==> src/hdl/utf8_text_normalizer_assert.svh <==
// Assertion macros for the normalizer modules, used by utn_emit.
// Each macro expects signals named clk and arst_n in the using module.
`ifndef UTF8_TEXT_NORMALIZER_ASSERT_SVH
`define UTF8_TEXT_NORMALIZER_ASSERT_SVH

`ifndef SYNTHESIS

// Check that a property holds at every clock edge out of reset.
`define UTN_ASSERT(lbl, prop) \
	lbl: assert property (@(posedge clk) disable iff (!arst_n) prop) \
		else $error("utn assertion failed");

// Check that a condition never holds at a clock edge out of reset.
`define UTN_NEVER(lbl, cond) \
	lbl: assert property (@(posedge clk) disable iff (!arst_n) !(cond)) \
		else $error("utn forbidden condition seen");

`else

`define UTN_ASSERT(lbl, prop)
`define UTN_NEVER(lbl, cond)

`endif

`endif

==> src/hdl/utn_pkg.sv <==
package utn_pkg;

	// Configuration register indexes
	localparam logic [1:0] CFG_LOWER_CASE   = 2'd0;
	localparam logic [1:0] CFG_STRIP_ACCENT = 2'd1;

	localparam int CP_W      = 21;
	localparam int MAX_BYTES = 6;

	// Codepoint constants
	localparam logic [CP_W-1:0] CP_REPLACEMENT = 21'h00FFFD;
	localparam logic [CP_W-1:0] CP_TAB         = 21'h000009;
	localparam logic [CP_W-1:0] CP_LF          = 21'h00000A;
	localparam logic [CP_W-1:0] CP_CR          = 21'h00000D;
	localparam logic [CP_W-1:0] CP_SPACE       = 21'h000020;
	localparam logic [CP_W-1:0] CP_NBSP        = 21'h0000A0;
	localparam logic [CP_W-1:0] CP_LINE_SEP    = 21'h002028;
	localparam logic [CP_W-1:0] CP_PARA_SEP    = 21'h002029;
	localparam logic [CP_W-1:0] CP_DEL         = 21'h00007F;
	localparam logic [CP_W-1:0] CP_C1_LAST     = 21'h00009F;
	localparam logic [CP_W-1:0] CP_UPPER_A     = 21'h000041;
	localparam logic [CP_W-1:0] CP_UPPER_Z     = 21'h00005A;

	localparam logic [7:0] BYTE_SPACE = 8'h20;

	typedef struct packed {
		logic lower_case;
		logic strip_accent;
	} cfg_t;

	typedef struct packed {
		logic [3:0][7:0] b;
		logic [2:0]      len;
	} utf8_t;

	typedef struct packed {
		logic [MAX_BYTES-1:0][7:0] b;
		logic [2:0]                cnt;
	} emit_t;

	function automatic logic is_dropped(input logic [CP_W-1:0] cp);
		logic r;
		r = 1'b0;
		if (cp == CP_REPLACEMENT) r = 1'b1;
		else if (cp == CP_TAB || cp == CP_LF || cp == CP_CR) r = 1'b0;
		else if (cp < CP_SPACE) r = 1'b1;
		else r = (cp >= CP_DEL) && (cp <= CP_C1_LAST);
		return r;
	endfunction

	function automatic logic is_space(input logic [CP_W-1:0] cp);
		return cp == CP_SPACE || cp == CP_TAB || cp == CP_LF || cp == CP_CR ||
			cp == CP_NBSP || cp == CP_LINE_SEP || cp == CP_PARA_SEP;
	endfunction

	function automatic logic is_cjk(input logic [CP_W-1:0] cp);
		return (cp >= 21'h004E00 && cp <= 21'h009FFF) ||
			(cp >= 21'h003400 && cp <= 21'h004DBF) ||
			(cp >= 21'h020000 && cp <= 21'h02A6DF) ||
			(cp >= 21'h00F900 && cp <= 21'h00FAFF);
	endfunction

	// Base letter of a Latin-1 accented letter, zero when there is none
	function automatic logic [7:0] accent_base(input logic [CP_W-1:0] cp);
		logic [7:0] c;
		logic [7:0] r;
		c = cp[7:0];
		r = 8'h00;
		if (cp >= 21'h0000C0 && cp <= 21'h0000FF) begin
			if (c >= 8'hE0) c = c - 8'h20;
			if (cp == 21'h0000FF) r = "y";
			else if (c <= 8'hC5) r = "a";
			else if (c == 8'hC7) r = "c";
			else if (c >= 8'hC8 && c <= 8'hCB) r = "e";
			else if (c >= 8'hCC && c <= 8'hCF) r = "i";
			else if (c == 8'hD1) r = "n";
			else if (c >= 8'hD2 && c <= 8'hD6) r = "o";
			else if (c >= 8'hD9 && c <= 8'hDC) r = "u";
			else if (c == 8'hDD) r = "y";
		end
		return r;
	endfunction

	function automatic utf8_t utf8_encode(input logic [CP_W-1:0] cp);
		utf8_t r;
		r = '0;
		if (cp < 21'h000080) begin
			r.b[0] = cp[7:0];
			r.len  = 3'd1;
		end else if (cp < 21'h000800) begin
			r.b[0] = {3'b110, cp[10:6]};
			r.b[1] = {2'b10, cp[5:0]};
			r.len  = 3'd2;
		end else if (cp < 21'h010000) begin
			r.b[0] = {4'b1110, cp[15:12]};
			r.b[1] = {2'b10, cp[11:6]};
			r.b[2] = {2'b10, cp[5:0]};
			r.len  = 3'd3;
		end else begin
			r.b[0] = {5'b11110, cp[20:18]};
			r.b[1] = {2'b10, cp[17:12]};
			r.b[2] = {2'b10, cp[11:6]};
			r.b[3] = {2'b10, cp[5:0]};
			r.len  = 3'd4;
		end
		return r;
	endfunction

endpackage

==> src/hdl/utn_decode.sv <==
module utn_decode
	import utn_pkg::*;
(
	input  logic            clk,
	input  logic            arst_n,
	input  logic            in_valid,
	output logic            in_ready,
	input  logic [7:0]      in_byte,
	input  logic            end_of_text,
	output logic            cp_valid_s1,
	input  logic            cp_ready,
	output logic [CP_W-1:0] cp_s1
);

	logic [CP_W-1:0] part_q, part_d;
	logic [1:0]      rem_q, rem_d;
	logic            done;
	logic            accept;

	// Take a new beat when stage 1 is empty or is moving on
	assign in_ready = !cp_valid_s1 || cp_ready;
	assign accept   = in_valid && in_ready;

	// Fold the byte into the open sequence or start a new one
	always_comb begin
		part_d = part_q;
		rem_d  = rem_q;
		priority if (rem_q != 2'd0) begin
			part_d = {part_q[CP_W-7:0], in_byte[5:0]};
			rem_d  = rem_q - 2'd1;
		end else if (in_byte[7:5] == 3'b110) begin
			part_d = {16'd0, in_byte[4:0]};
			rem_d  = 2'd1;
		end else if (in_byte[7:4] == 4'b1110) begin
			part_d = {17'd0, in_byte[3:0]};
			rem_d  = 2'd2;
		end else if (in_byte[7:3] == 5'b11110) begin
			part_d = {18'd0, in_byte[2:0]};
			rem_d  = 2'd3;
		end else begin
			part_d = {13'd0, in_byte};
			rem_d  = 2'd0;
		end
		done = (rem_d == 2'd0) || end_of_text;
	end

	// Hold the accumulator; close it when a codepoint completes
	always_ff @(posedge clk or negedge arst_n) begin
		if (!arst_n) begin
			part_q <= '0;
			rem_q  <= '0;
		end else if (accept) begin
			if (done) begin
				part_q <= '0;
				rem_q  <= '0;
			end else begin
				part_q <= part_d;
				rem_q  <= rem_d;
			end
		end
	end

	// Stage 1: completed codepoint
	always_ff @(posedge clk or negedge arst_n) begin
		if (!arst_n) begin
			cp_valid_s1 <= 1'b0;
		end else if (accept) begin
			cp_valid_s1 <= done;
		end else if (cp_ready) begin
			cp_valid_s1 <= 1'b0;
		end
	end

	always_ff @(posedge clk) begin
		if (accept) begin
			cp_s1 <= part_d;
		end
	end

endmodule

==> src/hdl/utn_emit.sv <==
`include "utf8_text_normalizer_assert.svh"

module utn_emit
	import utn_pkg::*;
(
	input  logic            clk,
	input  logic            arst_n,
	input  cfg_t            cfg,
	input  logic            cp_valid,
	output logic            cp_ready,
	input  logic [CP_W-1:0] cp,
	output logic            out_valid,
	input  logic            out_ready,
	output logic [7:0]      out_byte,
	output logic            last_of_run
);

	emit_t      res;
	utf8_t      enc;
	logic [7:0] base;

	logic [MAX_BYTES-1:0][7:0] buf_q;
	logic [2:0]                cnt_q;
	logic [2:0]                idx_q;
	logic                      busy_q;
	logic                      last_take;
	logic                      load;

	// Classify the codepoint and build its output bytes
	always_comb begin
		enc  = utf8_encode(cp);
		base = accent_base(cp);
		res  = '0;
		priority if (is_dropped(cp)) begin
			res.cnt = 3'd0;
		end else if (is_space(cp)) begin
			res.b[0] = BYTE_SPACE;
			res.cnt  = 3'd1;
		end else if (cfg.strip_accent && base != 8'h00) begin
			res.b[0] = base;
			res.cnt  = 3'd1;
		end else if (cfg.lower_case && cp >= CP_UPPER_A && cp <= CP_UPPER_Z) begin
			res.b[0] = cp[7:0] + 8'h20;
			res.cnt  = 3'd1;
		end else if (is_cjk(cp)) begin
			res.b[0] = BYTE_SPACE;
			res.b[1] = enc.b[0];
			res.b[2] = enc.b[1];
			res.b[3] = enc.b[2];
			res.b[4] = enc.b[3];
			res.cnt  = enc.len + 3'd2;
			res.b[enc.len + 3'd1] = BYTE_SPACE;
		end else begin
			res.b[3:0] = enc.b;
			res.cnt    = enc.len;
		end
	end

	// Drain the result register one beat at a time
	assign out_valid   = busy_q;
	assign out_byte    = buf_q[idx_q];
	assign last_of_run = (idx_q == cnt_q - 3'd1);
	assign last_take   = busy_q && out_ready && last_of_run;
	assign cp_ready    = !busy_q || last_take;
	assign load        = cp_valid && cp_ready;

	always_ff @(posedge clk or negedge arst_n) begin
		if (!arst_n) begin
			busy_q <= 1'b0;
			idx_q  <= '0;
			cnt_q  <= '0;
		end else if (load) begin
			busy_q <= (res.cnt != 3'd0);
			idx_q  <= '0;
			cnt_q  <= res.cnt;
		end else if (busy_q && out_ready) begin
			if (last_of_run) begin
				busy_q <= 1'b0;
			end else begin
				idx_q <= idx_q + 3'd1;
			end
		end
	end

	always_ff @(posedge clk) begin
		if (load) begin
			buf_q <= res.b;
		end
	end

	`UTN_ASSERT(a_busy_has_bytes, busy_q |-> (cnt_q != 3'd0))
	`UTN_ASSERT(a_idx_in_range, busy_q |-> (idx_q < cnt_q))
	`UTN_ASSERT(a_load_starts_run, (load && res.cnt != 3'd0) |=> (busy_q && idx_q == 3'd0))
	`UTN_NEVER(a_no_overrun, cnt_q > 3'd6)

endmodule

==> src/hdl/utf8_text_normalizer.sv <==
// UTF-8 text normalizer.
// Input stream s_axis: one text byte per beat in tdata, tlast marks the
// final byte of the text. Output stream m_axis: one normalized byte per beat
// in tdata, tlast marks the final byte produced by one input byte. An input
// byte yields zero to six output bytes.
// Configuration: cfg_valid/cfg_ready with cfg_index (0 lower case enable,
// 1 accent strip enable) and cfg_data; write only while the block is idle.
// Path: a completing byte is decoded into the stage register cp_s1, then
// classified into the result register, from which its first output byte
// shows on m_axis; a stall can hold it in either register.
// Throughput: one input byte per cycle while each yields at most one output
// byte and the receiver does not stall; an input byte with N output bytes
// holds the result register until all N leave the single output byte port.
// Reset clears the decoder accumulator and both pipeline stages and sets
// both enables to 1. When the receiver stalls, the result register holds its
// beat and s_axis_tready falls once the decode stage is also full.
module utf8_text_normalizer
	import utn_pkg::*;
(
	input  logic       clk,
	input  logic       arst_n,
	input  logic       s_axis_tvalid,
	output logic       s_axis_tready,
	input  logic [7:0] s_axis_tdata,  // [7:0] in_byte
	input  logic       s_axis_tlast,  // end_of_text
	output logic       m_axis_tvalid,
	input  logic       m_axis_tready,
	output logic [7:0] m_axis_tdata,  // [7:0] out_byte
	output logic       m_axis_tlast,  // last_of_run
	input  logic       cfg_valid,
	output logic       cfg_ready,
	input  logic [1:0] cfg_index,
	input  logic       cfg_data
);

	cfg_t            cfg_q;
	logic            cp_valid_s1;
	logic            cp_ready;
	logic [CP_W-1:0] cp_s1;

	// Configuration registers
	assign cfg_ready = 1'b1;

	always_ff @(posedge clk or negedge arst_n) begin
		if (!arst_n) begin
			cfg_q.lower_case   <= 1'b1;
			cfg_q.strip_accent <= 1'b1;
		end else if (cfg_valid) begin
			if (cfg_index == CFG_LOWER_CASE) cfg_q.lower_case <= cfg_data;
			if (cfg_index == CFG_STRIP_ACCENT) cfg_q.strip_accent <= cfg_data;
		end
	end

	utn_decode u_decode (
		.clk         (clk),
		.arst_n      (arst_n),
		.in_valid    (s_axis_tvalid),
		.in_ready    (s_axis_tready),
		.in_byte     (s_axis_tdata),
		.end_of_text (s_axis_tlast),
		.cp_valid_s1 (cp_valid_s1),
		.cp_ready    (cp_ready),
		.cp_s1       (cp_s1)
	);

	utn_emit u_emit (
		.clk         (clk),
		.arst_n      (arst_n),
		.cfg         (cfg_q),
		.cp_valid    (cp_valid_s1),
		.cp_ready    (cp_ready),
		.cp          (cp_s1),
		.out_valid   (m_axis_tvalid),
		.out_ready   (m_axis_tready),
		.out_byte    (m_axis_tdata),
		.last_of_run (m_axis_tlast)
	);

endmodule

==> config.mk <==
export PLATFORM = sky130hd
export DESIGN_NAME = utf8_text_normalizer
export DESIGN_NICKNAME = d
export VERILOG_FILES = /design/src/hdl/utn_pkg.sv /design/src/hdl/utn_decode.sv /design/src/hdl/utn_emit.sv /design/src/hdl/utf8_text_normalizer.sv
export VERILOG_INCLUDE_DIRS = /design/src /design/src/hdl
export SDC_FILE = /design/constraint.sdc
export NUM_CORES = 1
export LEC_CHECK = 0
export BUFFER_PORTS_ARGS = -buffer_cell sky130_fd_sc_hd__buf_4
export CAP_MARGIN = 20
export CORE_MARGIN = 2
export CORE_UTILIZATION = 25
export CTS_CLUSTER_DIAMETER = 120
export DETAILED_ROUTE_END_ITERATION = 6
export HOLD_SLACK_MARGIN = 0.15
export PLACE_DENSITY_LB_ADDON = 0.2
export SLEW_MARGIN = 20
export SYNTH_ARGS = -nofsm -noshare
export SYNTH_HDL_FRONTEND = slang
export SYNTH_HIERARCHICAL = 1
export SYNTH_SLANG_ARGS = --single-unit
export TNS_END_PERCENT = 1
==> constraint.sdc <==
create_clock -name clk -period 3 [get_ports clk]
set_input_delay 0.75 -clock clk [delete_from_list [all_inputs] [get_ports clk]]
set_output_delay 0.75 -clock clk [all_outputs]
set_load 0.02 [all_outputs]
; ---- After elaboration in Yosys (flattened, before gate mapping)
; Cells that the tools add are included.
[word_totals]
memories = 0
romBits = 0
reg_bits = 96
word_cells = 173
inputBits = 17
ram_bits = 0
latchBits = 0
[classes]
shift = 0
n_addsub = 7
bitwise_logic = 4
n_lt_le_gt_ge = 31
div_mod_pow = 0
n_mul = 0
n_eq_ne = 18
n_reduce_logical = 49
muxes = 48
[op_table]
columns = cell, count
row1 = 8-bit 2-to-1 mux, 15
row2 = "21-bit by 4-bit equality test with 1-bit output, second input constant", 3
row3 = 21-bit 2-to-1 mux, 3
row4 = 35-bit by 42-bit AND with 42-bit output, 1
row5 = "21-bit by 14-bit equality test with 1-bit output, second input constant", 2
row6 = "21-bit by 8-bit equality test with 1-bit output, second input constant", 2
row7 = "21-bit by 7-bit >= comparator with 1-bit output, second input constant", 2
row8 = "21-bit by 16-bit <= comparator with 1-bit output, second input constant", 2
row9 = "21-bit by 8-bit <= comparator with 1-bit output, second input constant", 2
row10 = 42-bit inverter, 1
row11 = "8-bit >= comparator, second input constant", 5
row12 = "8-bit <= comparator, second input constant", 5
row13 = 35-bit 2-to-1 mux, 1
row14 = 11-bit 2-to-1 mux, 3
row15 = 25-bit 2-to-1 mux, 1
row16 = 8-bit binary-select mux with 3-bit select, 1
row17 = 8-bit demux with 3-bit select, 1
row18 = "8-bit equality test, second input constant", 3
row19 = 24-bit 2-to-1 mux, 1
row20 = "21-bit by 16-bit equality test with 1-bit output, second input constant", 1
row21 = "21-bit by 6-bit equality test with 1-bit output, second input constant", 1
row22 = "21-bit by 14-bit >= comparator with 1-bit output, second input constant", 1
row23 = "21-bit by 15-bit >= comparator with 1-bit output, second input constant", 1
row24 = "21-bit by 16-bit >= comparator with 1-bit output, second input constant", 1
row25 = 44 further kinds, 98

; ---- Logic depth before layout (Yosys ltp)
; Gate-level depths: netlist of run 1.
[logic_depth]
ltp_word = 21
ltp_mapped = 11
mapped_depth_nobuf = 10

; ---- Cells and area by module
; The synthesis of run 1 kept the hierarchy.
[modules_own_cells]
columns = mod, cells_each, instances, area_per_inst_um2
row1 = utn_emit, 433, 1, 3724.8
row2 = utn_decode, 131, 1, 1561.5
row3 = utf8_text_normalizer, 8, 1, 101.3

; ---- Worst setup path after synthesis of run 1
; No wires, ideal clock.
[synth_path]
path_type = reg-to-reg
startpoint = register u_decode.cp_s1[14]
endpoint = register u_emit/buf_q[9] (netlist bit) (data pin)
path_stages_with_launch = 10
path_slack_ns = 0.345
t_arrival_ns = 2.395
t_required_ns = 2.740
path_cell_list = edfxtp_1 -> clkbuf_1 -> or4_1 -> nor4_4 -> and3_1 -> nor3_1 -> a21oi_2 -> nand4b_1 -> buf_2 -> nor3_1
[synth_between]
elab_chain_cells = 12
elab_cells_between_ends = 67
classes_between = add/sub: 1 / order compare: 20 / eq/ne: 9 / mux: 12 / bitwise: 2 / reduce/logical: 23
[synth_rtl]
columns = element, line
row1 = "start, declared", utn_decode.sv:12  ; output logic [CP_W-1:0] cp_s1
row2 = "start signal, assigned", utn_decode.sv:76  ; cp_s1 <= part_d;
row3 = 21-bit by 17-bit less-than comparator with 1-bit output, utn_pkg.sv:94  ; end else if (cp < 21'h010000) begin
row4 = 25-bit 2-to-1 mux, utn_pkg.sv:94
row5 = 19-bit 2-to-1 mux, utn_pkg.sv:90  ; end else if (cp < 21'h000800) begin
row6 = 11-bit 2-to-1 mux, utn_pkg.sv:87  ; if (cp < 21'h000080) begin
row7 = 3-bit by 1-bit adder with 3-bit output, utn_emit.sv:52  ; res.b[enc.len + 3'd1] = BYTE_SPACE;
row8 = 3-bit by 4-bit less-than comparator with 1-bit output (implied by the code) or 3-bit by 1-bit >= comparator with 1-bit output (tied branches), utn_emit.sv:52
row9 = 1-bit logical AND (implied by the code), utn_emit.sv:52
row10 = 8-bit 2-to-1 mux (implied by the code), utn_emit.sv:52
row11 = 8-bit demux with 3-bit select, n/a
row12 = 42-bit inverter (no line), n/a
row13 = 35-bit by 42-bit AND with 42-bit output (no line), n/a
row14 = 35-bit 2-to-1 mux, utn_emit.sv:45  ; end else if (is_cjk(cp)) begin
row15 = "end signal, assigned", utn_emit.sv:87  ; buf_q <= res.b;
row16 = "end, declared", utn_emit.sv:22  ; logic [MAX_BYTES-1:0][7:0] buf_q;
; Several ways; a longest one is shown, not always the timed one.
; A chain may end at the register's enable or synchronous reset.

; ---- Worst setup path after layout of run 1
[layout_path]
startpoint = register u_decode.cp_s1[11]
endpoint = register u_emit/buf_q[0] (netlist bit) (data pin)
[layout_between]
elab_chain_cells = 14
elab_cells_between_ends = 68
classes_between = add/sub: 1 / order compare: 20 / eq/ne: 9 / mux: 13 / bitwise: 2 / reduce/logical: 23
[layout_rtl]
columns = element, line
row1 = 21-bit by 17-bit less-than comparator with 1-bit output, utn_pkg.sv:94
row2 = 25-bit 2-to-1 mux, utn_pkg.sv:94
row3 = 19-bit 2-to-1 mux, utn_pkg.sv:90
row4 = 11-bit 2-to-1 mux, utn_pkg.sv:87
row5 = 3-bit by 1-bit adder with 3-bit output, utn_emit.sv:52
row6 = 3-bit by 4-bit less-than comparator with 1-bit output (implied by the code) or 3-bit by 1-bit >= comparator with 1-bit output (tied branches), utn_emit.sv:52
row7 = 1-bit logical AND (implied by the code), utn_emit.sv:52
row8 = 8-bit 2-to-1 mux (implied by the code), utn_emit.sv:52
row9 = 8-bit demux with 3-bit select, n/a
row10 = 42-bit inverter (no line), n/a
row11 = 35-bit by 42-bit AND with 42-bit output (no line), n/a
row12 = 35-bit 2-to-1 mux, utn_emit.sv:45
row13 = 11-bit 2-to-1 mux, utn_emit.sv:42  ; end else if (cfg.lower_case && cp >= CP_UPPER_A && cp <= CP_UPPER_Z) begin
row14 = 11-bit 2-to-1 mux, utn_emit.sv:39  ; end else if (cfg.strip_accent && base != 8'h00) begin
; Several ways; a longest one is shown, not always the timed one.

==> impl_results.md, run 1 <==
- Status: completed
- Ys async rst share: about a third
- Lkg Pwr: roughly 2.4 nW
- Number of CTS-inserted buffers: 9
- Rel. slew slack: 59.99%
- Required @ worst endpoint: 3080 ps
- Register bit total from synthesis: 86
- Cells after synthesis: 572
- Setup-failing EPs final: 0
- Site Rows: 53
- Area leader, netlist: edfxtp_1
- Logic pwr share: between 40% and 50%
- CTS H-Tree Depth: 3
- Die W: between 150 and 200 µm
- Wire length per cell: roughly 17 µm
- Clock power frac: 19.2%
- Syn Std Cell Area: approximately 5400 µm²
- Syn Area/Cell: between 9 and 10 µm²
- Largest cells by area after synthesis: edfxtp_1, dfrtp_1, nand2_1
- DRC viols: 0
- Overall power: 5.323 mW
- TritonCTS clock tree: yes
- Sw power: 2.131 mW
- Port bufs: 27
- Worst-Margin Slew: ~600 ps
- Switch share: around 40%
- Worst setup EP type: flip-flop
- Pins Over Slew Limit: 0
- Die height: between 150 and 200 µm
- Largest family of logic cells by synthesized area: simple AND/OR/NAND/NOR gates
- DRT iter0 DRCs: roughly 420
- Top post-synthesis cells by count: nand2_1, edfxtp_1, nor2_1
- Top cell type's share of synthesized area: about a third
- Share of the cycle needed by the critical path after routing: around 94%
- Multiplexer share of the synthesized area: under 10%
- Pin count of the biggest net entering global routing: 41
- Peak VDD IR: roughly 500 µV
- Netlist cell types: 78
- Max Root-Sink Buffers: 2
- Final hold violation count: 0
- Post-synthesis sequential area ratio: between 40% and 50%
- Area Overhead vs Synth: 20.58%
- Share of cells above drive strength 1: around a fifth
- Most common cell in the netlist: nand2_1
- # diodes: 0
- TNS Setup: 0 ps
- DRT Wirelength: roughly 16000 µm
- CTS clk-pin slew, worst paths: 70 ps
- # IOs: 29
- Root buffer cell: clkbuf_16
- Main flop type after synthesis: edfxtp_1
- FF-to-FF setup slack: approximately 180 ps
- # fillers: 2239
- Vias in the first global route: roughly 4500
- Core Area: between 20000 and 25000 µm²
- Post-DRT Antenna Nets: 0
- Power per cell area: ~800 nW/µm²
- Antenna violations before repair: 0
- DP HPWL: between 10000 and 15000 µm
- First-pass GRT wire length: 25530 µm
- R2r worst-path depth: 7
- EDFF count, synth: 59
- Compound-Gate Fraction of Synth Area: 17.67%
- Max Cap Viol: 0
- Fin nets: between 600 and 700
- Critical setup path kind: flip-flop to flip-flop
- Hold WC Path Type: primary input to async pin
- First-pass DRT Iterations: 5
- Syn. warnings: 6
- XOR/XNOR Fraction of Synth Area: roughly 1.1%
- Finished Layout Cells: about 900
- Routability Congestion: around 0.95
- Post-Synth Simple-Gate Area: a little under a quarter
- Worst-path fanout max: 8
- Internal Power: approximately 3.2 mW
- Insertion delay to the later sink of the worst-skew pair: between 300 and 400 ps
- Crit path launch type: flip-flop
- Detailed-route via count: approximately 4700
- RSZ-0062 raised after global routing: false
- Seq pwr share: a little over a third
- Post-DR vias/cell: a little over 5
- Clock Sinks: 86
- Final global-route overflow total: 0
- Worst Skew: ~11 ps
- Syn_nets: slightly below 600
- Post-Synth Adder-Cell Area: between 1.5 and 2%
- Total GRT Usage: between 10 and 15%
- Die ar.: between 20000 and 25000 µm²
- Min Tclk post-route: 2819 ps
- Fmax achieved: between 300 and 400 MHz
- Initial Util: roughly a quarter
- WP data arrival: 2900 ps
- Dpl cells: slightly below 900
-- worst max-delay path, stage by stage (launching register included) --
cell and delay, ps:
edfxtp_1 540, or4_1 600, nor4_4 240, and3_1 290, nor3_1 90, a21oi_2 330, o21ai_0 220, nor4b_2 230
-- layout make-up --
type                       count  area, µm²  share of cell area [%]
timing repair buffer          81      633.1                   9.746
clock buffer                   9      225.2                   3.467
inverter                      26      97.59                   1.502
multi-input combinational    420       2698                   41.53
tap                          275      344.1                   5.297
sequential                    86       2450                   37.71
clock inverter                 7      48.80                  0.7512
-- registers in the layout, indices dropped and copies added (netlist names) --
signal                flops
u_decode/part_q          15
u_emit/buf_q             38
u_emit/idx_q              3
u_decode/rem_q            2
u_decode/cp_s1           21
u_emit/cnt_q              3
u_emit/out_valid          1
cfg_q                     2
u_decode/cp_valid_s1      1
-- kinds of logic (layout without fill, tap and decap cells) --
logic type,Yosys count,count (layout)
muxes,23,23
adders and majority gates,7,7
AOI/OAI and AO/OA,142,142
DFF,86,86
buffers and inverters,66,123
other,1,1
and+or+nand+nor,240,240
xor gates and xnor gates,7,7
-- power groups by stage --
stage                     combinational (mW)  sequential, mW  clock [mW]
after floorplan                         1.59            1.82           0
after global placement                  2.41            1.91           0
after detailed placement                2.40            1.92           0
after CTS                               2.41            1.89        1.06
after global routing                    2.65            1.94        1.11
final                                   2.41            1.89        1.02
-- what timing repair did --
item / in CTS / in global routing
endpoints found under the setup margin: 0 / 13
endpoints found under the hold margin: 0 / 0
buffers inserted: 0 / 0
hold buffers: 0 / 0
resized for setup: 0 / 8
-- layout by cell type (no fill, tap or decap), types with 5 or more instances in the layout --
cell	n
nor2_1	43
o21ai_0	31
nand2_1	65
inv_1	24
edfxtp_1	59
mux4_2	7
nor2b_1	15
mux2_2	6
a22o_1	9
a22oi_1	6
a31oi_1	5
nand3_1	31
nor3_1	21
dfrtp_1	25
and2_1	8
buf_4	79
nand4_1	7
ha_1	7
a21oi_1	35
nor4_1	6
o21ai_1	5
a211oi_1	6
clkbuf_16	9
mux2i_1	10
-- per-stage QoR --
stage                     hold slack (ps)  instance area [µm²]  util [%]  worst slack [ps]
after floorplan                     430.9                 5388         -             344.7
after global placement              450.8                 6192     29.36             136.4
after detailed placement            450.3                 6192     29.36             100.9
after CTS                           318.8                 6466     30.66             21.11
after global routing                333.6                 6496     30.81             2.932
final                               314.5                 6496     30.81             180.8
-- metal layers --
layer  vias up  global-route usage, %  wire length [µm]
met5         -                      0                 0
met4         0                  4.766               213
met3        16                  3.313               808
met2       152                  22.05              7254
met1      2260                  20.48              7495
li1       2229                      -                 -
-- path summary, 6_finish.rpt --
check,start,end
min in group clk,u_decode/part_q[11],u_decode/part_q[11]
max in group asynchronous,arst_n,cfg_q[1]
setup / recovery,u_decode/cp_s1[11],u_emit/buf_q[0]
setup reg to reg,u_decode/cp_s1[11],u_emit/buf_q[0]
hold / removal,arst_n,u_decode/part_q[3]
hold reg to reg,u_decode/part_q[11],u_decode/part_q[11]
No activity file was read; power rests on OpenSTA's default activity.
==> run 2: changes to the inputs <==
--- a/config.mk
+++ b/config.mk
@@ -6,6 +6,7 @@
 export SDC_FILE = /design/constraint.sdc
 export NUM_CORES = 1
 export LEC_CHECK = 0
+export ABC_AREA = 1
 export BUFFER_PORTS_ARGS = -buffer_cell sky130_fd_sc_hd__buf_4
 export CAP_MARGIN = 20
 export CORE_MARGIN = 2
@@ -14,7 +15,6 @@
 export DETAILED_ROUTE_END_ITERATION = 6
 export HOLD_SLACK_MARGIN = 0.15
 export PLACE_DENSITY_LB_ADDON = 0.2
-export SLEW_MARGIN = 20
 export SYNTH_ARGS = -nofsm -noshare
 export SYNTH_HDL_FRONTEND = slang
 export SYNTH_HIERARCHICAL = 1
==> impl_results.md, run 2 <==
- Critical setup path kind: flip-flop to output pin (was flip-flop to flip-flop)
- CTS clk-pin slew, worst paths: 60 ps (was 70 ps)
- Setup-failing EPs final: 0 (unchanged)
- Final instance area: 6546 µm² (was 6496 µm²)
- Max Root-Sink Buffers: 2 (unchanged)
- Hold slack: 327.9 ps (was 314.5 ps)
- Initial Util: 25.24% (was 25.55%)
- DP HPWL: 12940 µm (was 12040 µm)
- Required @ worst endpoint: 2250 ps (was 3080 ps)
- Routability Congestion: 0.9353 (was 0.9456)
- Lkg Pwr: 2.788 nW (was 2.447 nW)
- Area leader, netlist: edfxtp_1 (unchanged)
- Pin count of the biggest net entering global routing: 44 (was 41)
- Site Rows: 55 (was 53)
- First-pass DRT Iterations: 5 (unchanged)
- Commonest non-fill, non-tap cell in the layout: nand2_1 (was buf_4)
- Antenna violations before repair: 0 (unchanged)
- TritonCTS clock tree: yes (unchanged)
- Ys async rst share: 31.40% (unchanged)
- Die ar.: 23940 µm² (was 22740 µm²)
- Insertion delay to the later sink of the worst-skew pair: 350 ps (about the same)
- Hold WC Path Type: primary input to async pin (unchanged)
- Post-DR vias/cell: 4.680 (was 5.152)
- Total GRT Usage: 14.69% (was 14.53%)
- Final hold violation count: 0 (unchanged)
- Worst-path fanout max: 4 (was 8)
- Core Area: 22500 µm² (was 21090 µm²)
- Share of the cycle needed by the critical path after routing: 93.98% (was 93.97%)
- # fillers: 2443 (was 2239)
- Cells after synthesis: 732 (was 572)
- Worst-Margin Slew: 501.9 ps (was 598.9 ps)
- DRC viols: 0 (unchanged)
- Status: completed (unchanged)
- CTS resizes: 0 (unchanged)
- Register bit total from synthesis: 86 (unchanged)
- Number of CTS-inserted buffers: 9 (unchanged)
- Min Tclk post-route: 2819 ps (about the same)
- Peak VDD IR: 305.6 µV (was 502.2 µV)
- Area Overhead vs Synth: 15.27% (was 20.58%)
- Post-synthesis sequential area ratio: 43.14% (was 45.47%)
- Worst setup EP type: output pin (was flip-flop)
- Die W: 154.7 µm (was 150.8 µm)
- Netlist cell types: 48 (was 78)
- Power per cell area: 808.8 nW/µm² (was 819.4 nW/µm²)
- DRT iter0 DRCs: 295 (was 419)
- Root buffer cell: clkbuf_16 (unchanged)
- Max Cap Viol: 0 (unchanged)
- Most frequent cells in the layout: nand2_1, nor2_1, inv_1, edfxtp_1, buf_4 (was buf_4, nand2_1, edfxtp_1, nor2_1, a21oi_1)
- Top post-synthesis cells by count: nand2_1, nor2_1, inv_1 (was nand2_1, edfxtp_1, nor2_1)
- Share of cells above drive strength 1: 16.38% (was 20.35%)
- Worst Skew: 9.625 ps (was 10.86 ps)
- Detailed-route via count: 4933 (was 4657)
- Most common cell in the netlist: nand2_1 (unchanged)
- Crit path launch type: flip-flop (unchanged)
- Syn Std Cell Area: 5679 µm² (was 5388 µm²)
- Largest cells by area after synthesis: edfxtp_1, nand2_1, dfrtp_1 (was edfxtp_1, dfrtp_1, nand2_1)
- Syn. warnings: 6 (unchanged)
- CP Depth: 11 (was 7)
- WP buf/inv: 4 (was 0)
- EDFF count, synth: 59 (unchanged)
- Rel. slew slack: 66.41% (was 59.99%)
- Top Registers: u_emit/buf_q x38, u_decode/cp_s1 x21, u_decode/part_q x15 (unchanged)
- Syn_nets: 756 (was 596)
- Final global-route overflow total: 0 (unchanged)
- Largest delay contributor family on the critical path: simple AND/OR/NAND/NOR gates (unchanged)
- Post-DP Area: 6255 µm² (was 6192 µm²)
- Post-CTS Setup Inserts: 0 (unchanged)
- CTS H-Tree Depth: 3 (unchanged)
- Clock Sinks: 86 (unchanged)
- Slowest-stage cell, CP: dfrtp_1 (was or4_1)
- Top cell type's share of synthesized area: 31.20% (was 32.88%)
- Post-DRT Antenna Nets: 0 (unchanged)
- Cell repeated most along the worst path: inv_1
- Pins Over Slew Limit: 0 (unchanged)
- RSZ-0062 raised after global routing: true (was false)
- CP max stage delay: 350 ps (was 600 ps)
- Largest Register: u_emit/buf_q (unchanged)
- Cts hold-fix bufs: 0 (unchanged)
- Fmax achieved: 354.7 MHz (about the same)
- First-pass GRT wire length: 27730 µm (was 25530 µm)
- Overall power: 5.294 mW (was 5.323 mW)
- Port bufs: 27 (unchanged)
- Die height: 154.7 µm (was 150.8 µm)
- Max FFs per register: 38 (unchanged)
- # IOs: 29 (unchanged)
- R2r worst-path depth: 13 (was 7)
- DRT Wirelength: 16730 µm (was 15770 µm)
- # diodes: 0 (unchanged)
- Syn Area/Cell: 7.758 µm² (was 9.419 µm²)
- Wire length per cell: 15.88 µm (was 17.45 µm)
- Fin nets: 788 (was 648)
- Vias in the first global route: 5051 (was 4521)
- Main flop type after synthesis: edfxtp_1 (unchanged)
- Crit-path cells: inv_1, ha_1, xnor2_1, xor2_1, nand2_1, inv_1, nor2_1, nor2_1, inv_1, nand2_2, buf_4 (was or4_1, nor4_4, and3_1, nor3_1, a21oi_2, o21ai_0, nor4b_2)
- WP data arrival: 2070 ps (was 2900 ps)
[run 2: changes by cell type in the layout (fill, tap and decap cells not counted), sizes merged, moves of 11 or more]
cell / change
inv: +55
buf: -31
nand3: +17
nor3: -11
nor2: +73
nand2: +142
nor2b: -15
[run 2: cell families (layout without fill, tap and decap cells)]
logic type      after synthesis  after routing  synth area share [%]
buf+inv                     111            148                 8.835
compound gates              117            117                 12.56
flops                        86             86                 43.14
xor+xnor                      3              3                0.4627
simple gates                407            407                 33.40
fa+ha+maj                     7              7                 1.542
other cells                   1              1               0.06603
[run 2: path summary, 6_finish.rpt]
check | to | from | slack, ps
max reg2reg | u_emit/buf_q[26] | u_decode/cp_s1[3] | 290
max in group asynchronous | cfg_q[0] | arst_n | 2340
min | u_decode/part_q[1] | arst_n | 330
max | s_axis_tready | u_emit/cnt_q[0] | 180
min reg2reg | u_decode/part_q[0] | u_decode/part_q[0] | 480
min in group clk | u_decode/part_q[0] | u_decode/part_q[0] | 480
[run 2: power breakdown]
group	switching [mW]	internal, mW	total [mW]
clock	0.471	0.644	1.11
sequential	0.296	1.67	1.97
combinational	1.42	0.787	2.21
[run 2: cell type report]
cell class                 count  area [µm²]  share of cell area (%)
multi-input combinational    535        2728                   41.67
sequential                    86        2450                   37.42
timing repair buffer          50       412.9                   6.307
tap                          285       356.6                   5.447
inverter                      82       307.8                   4.702
clock buffer                  10       229.0                   3.498
clock inverter                 6       62.56                  0.9557
[run 2: metal layers]
metal	global-route usage [%]	share of wire (%)	up-vias
li1	-	-	2497
met4	3.395	1.3	0
met3	2.914	4.5	16
met2	23.60	46	97
met1	20.44	48	2323
met5	0	0	-
[run 2: worst reg2reg max path, stage by stage (launching register included)]
cell and delay (ps):
edfxtp_1 620, nand2_2 170, nor2_4 190, nand3b_1 100
nand2_1 90, nand2_1 50, nand2_1 50, nand2_1 80
nand2_2 240, nand2_2 100, nor2_4 290, buf_12 180
nand2_1 120, o21ai_0 250
[run 2: per-stage QoR]
step	setup WS [ps]	setup TNS (ps)	util (%)	std cells
global route	-8.894	-17.63	29.09	1054
CTS	151.6	0	29.09	1054
finish	180.7	0	29.09	1054
detailed placement	301.8	0	27.80	1038
global placement	340.6	0	27.80	1038
floorplan	307.5	0	-	732
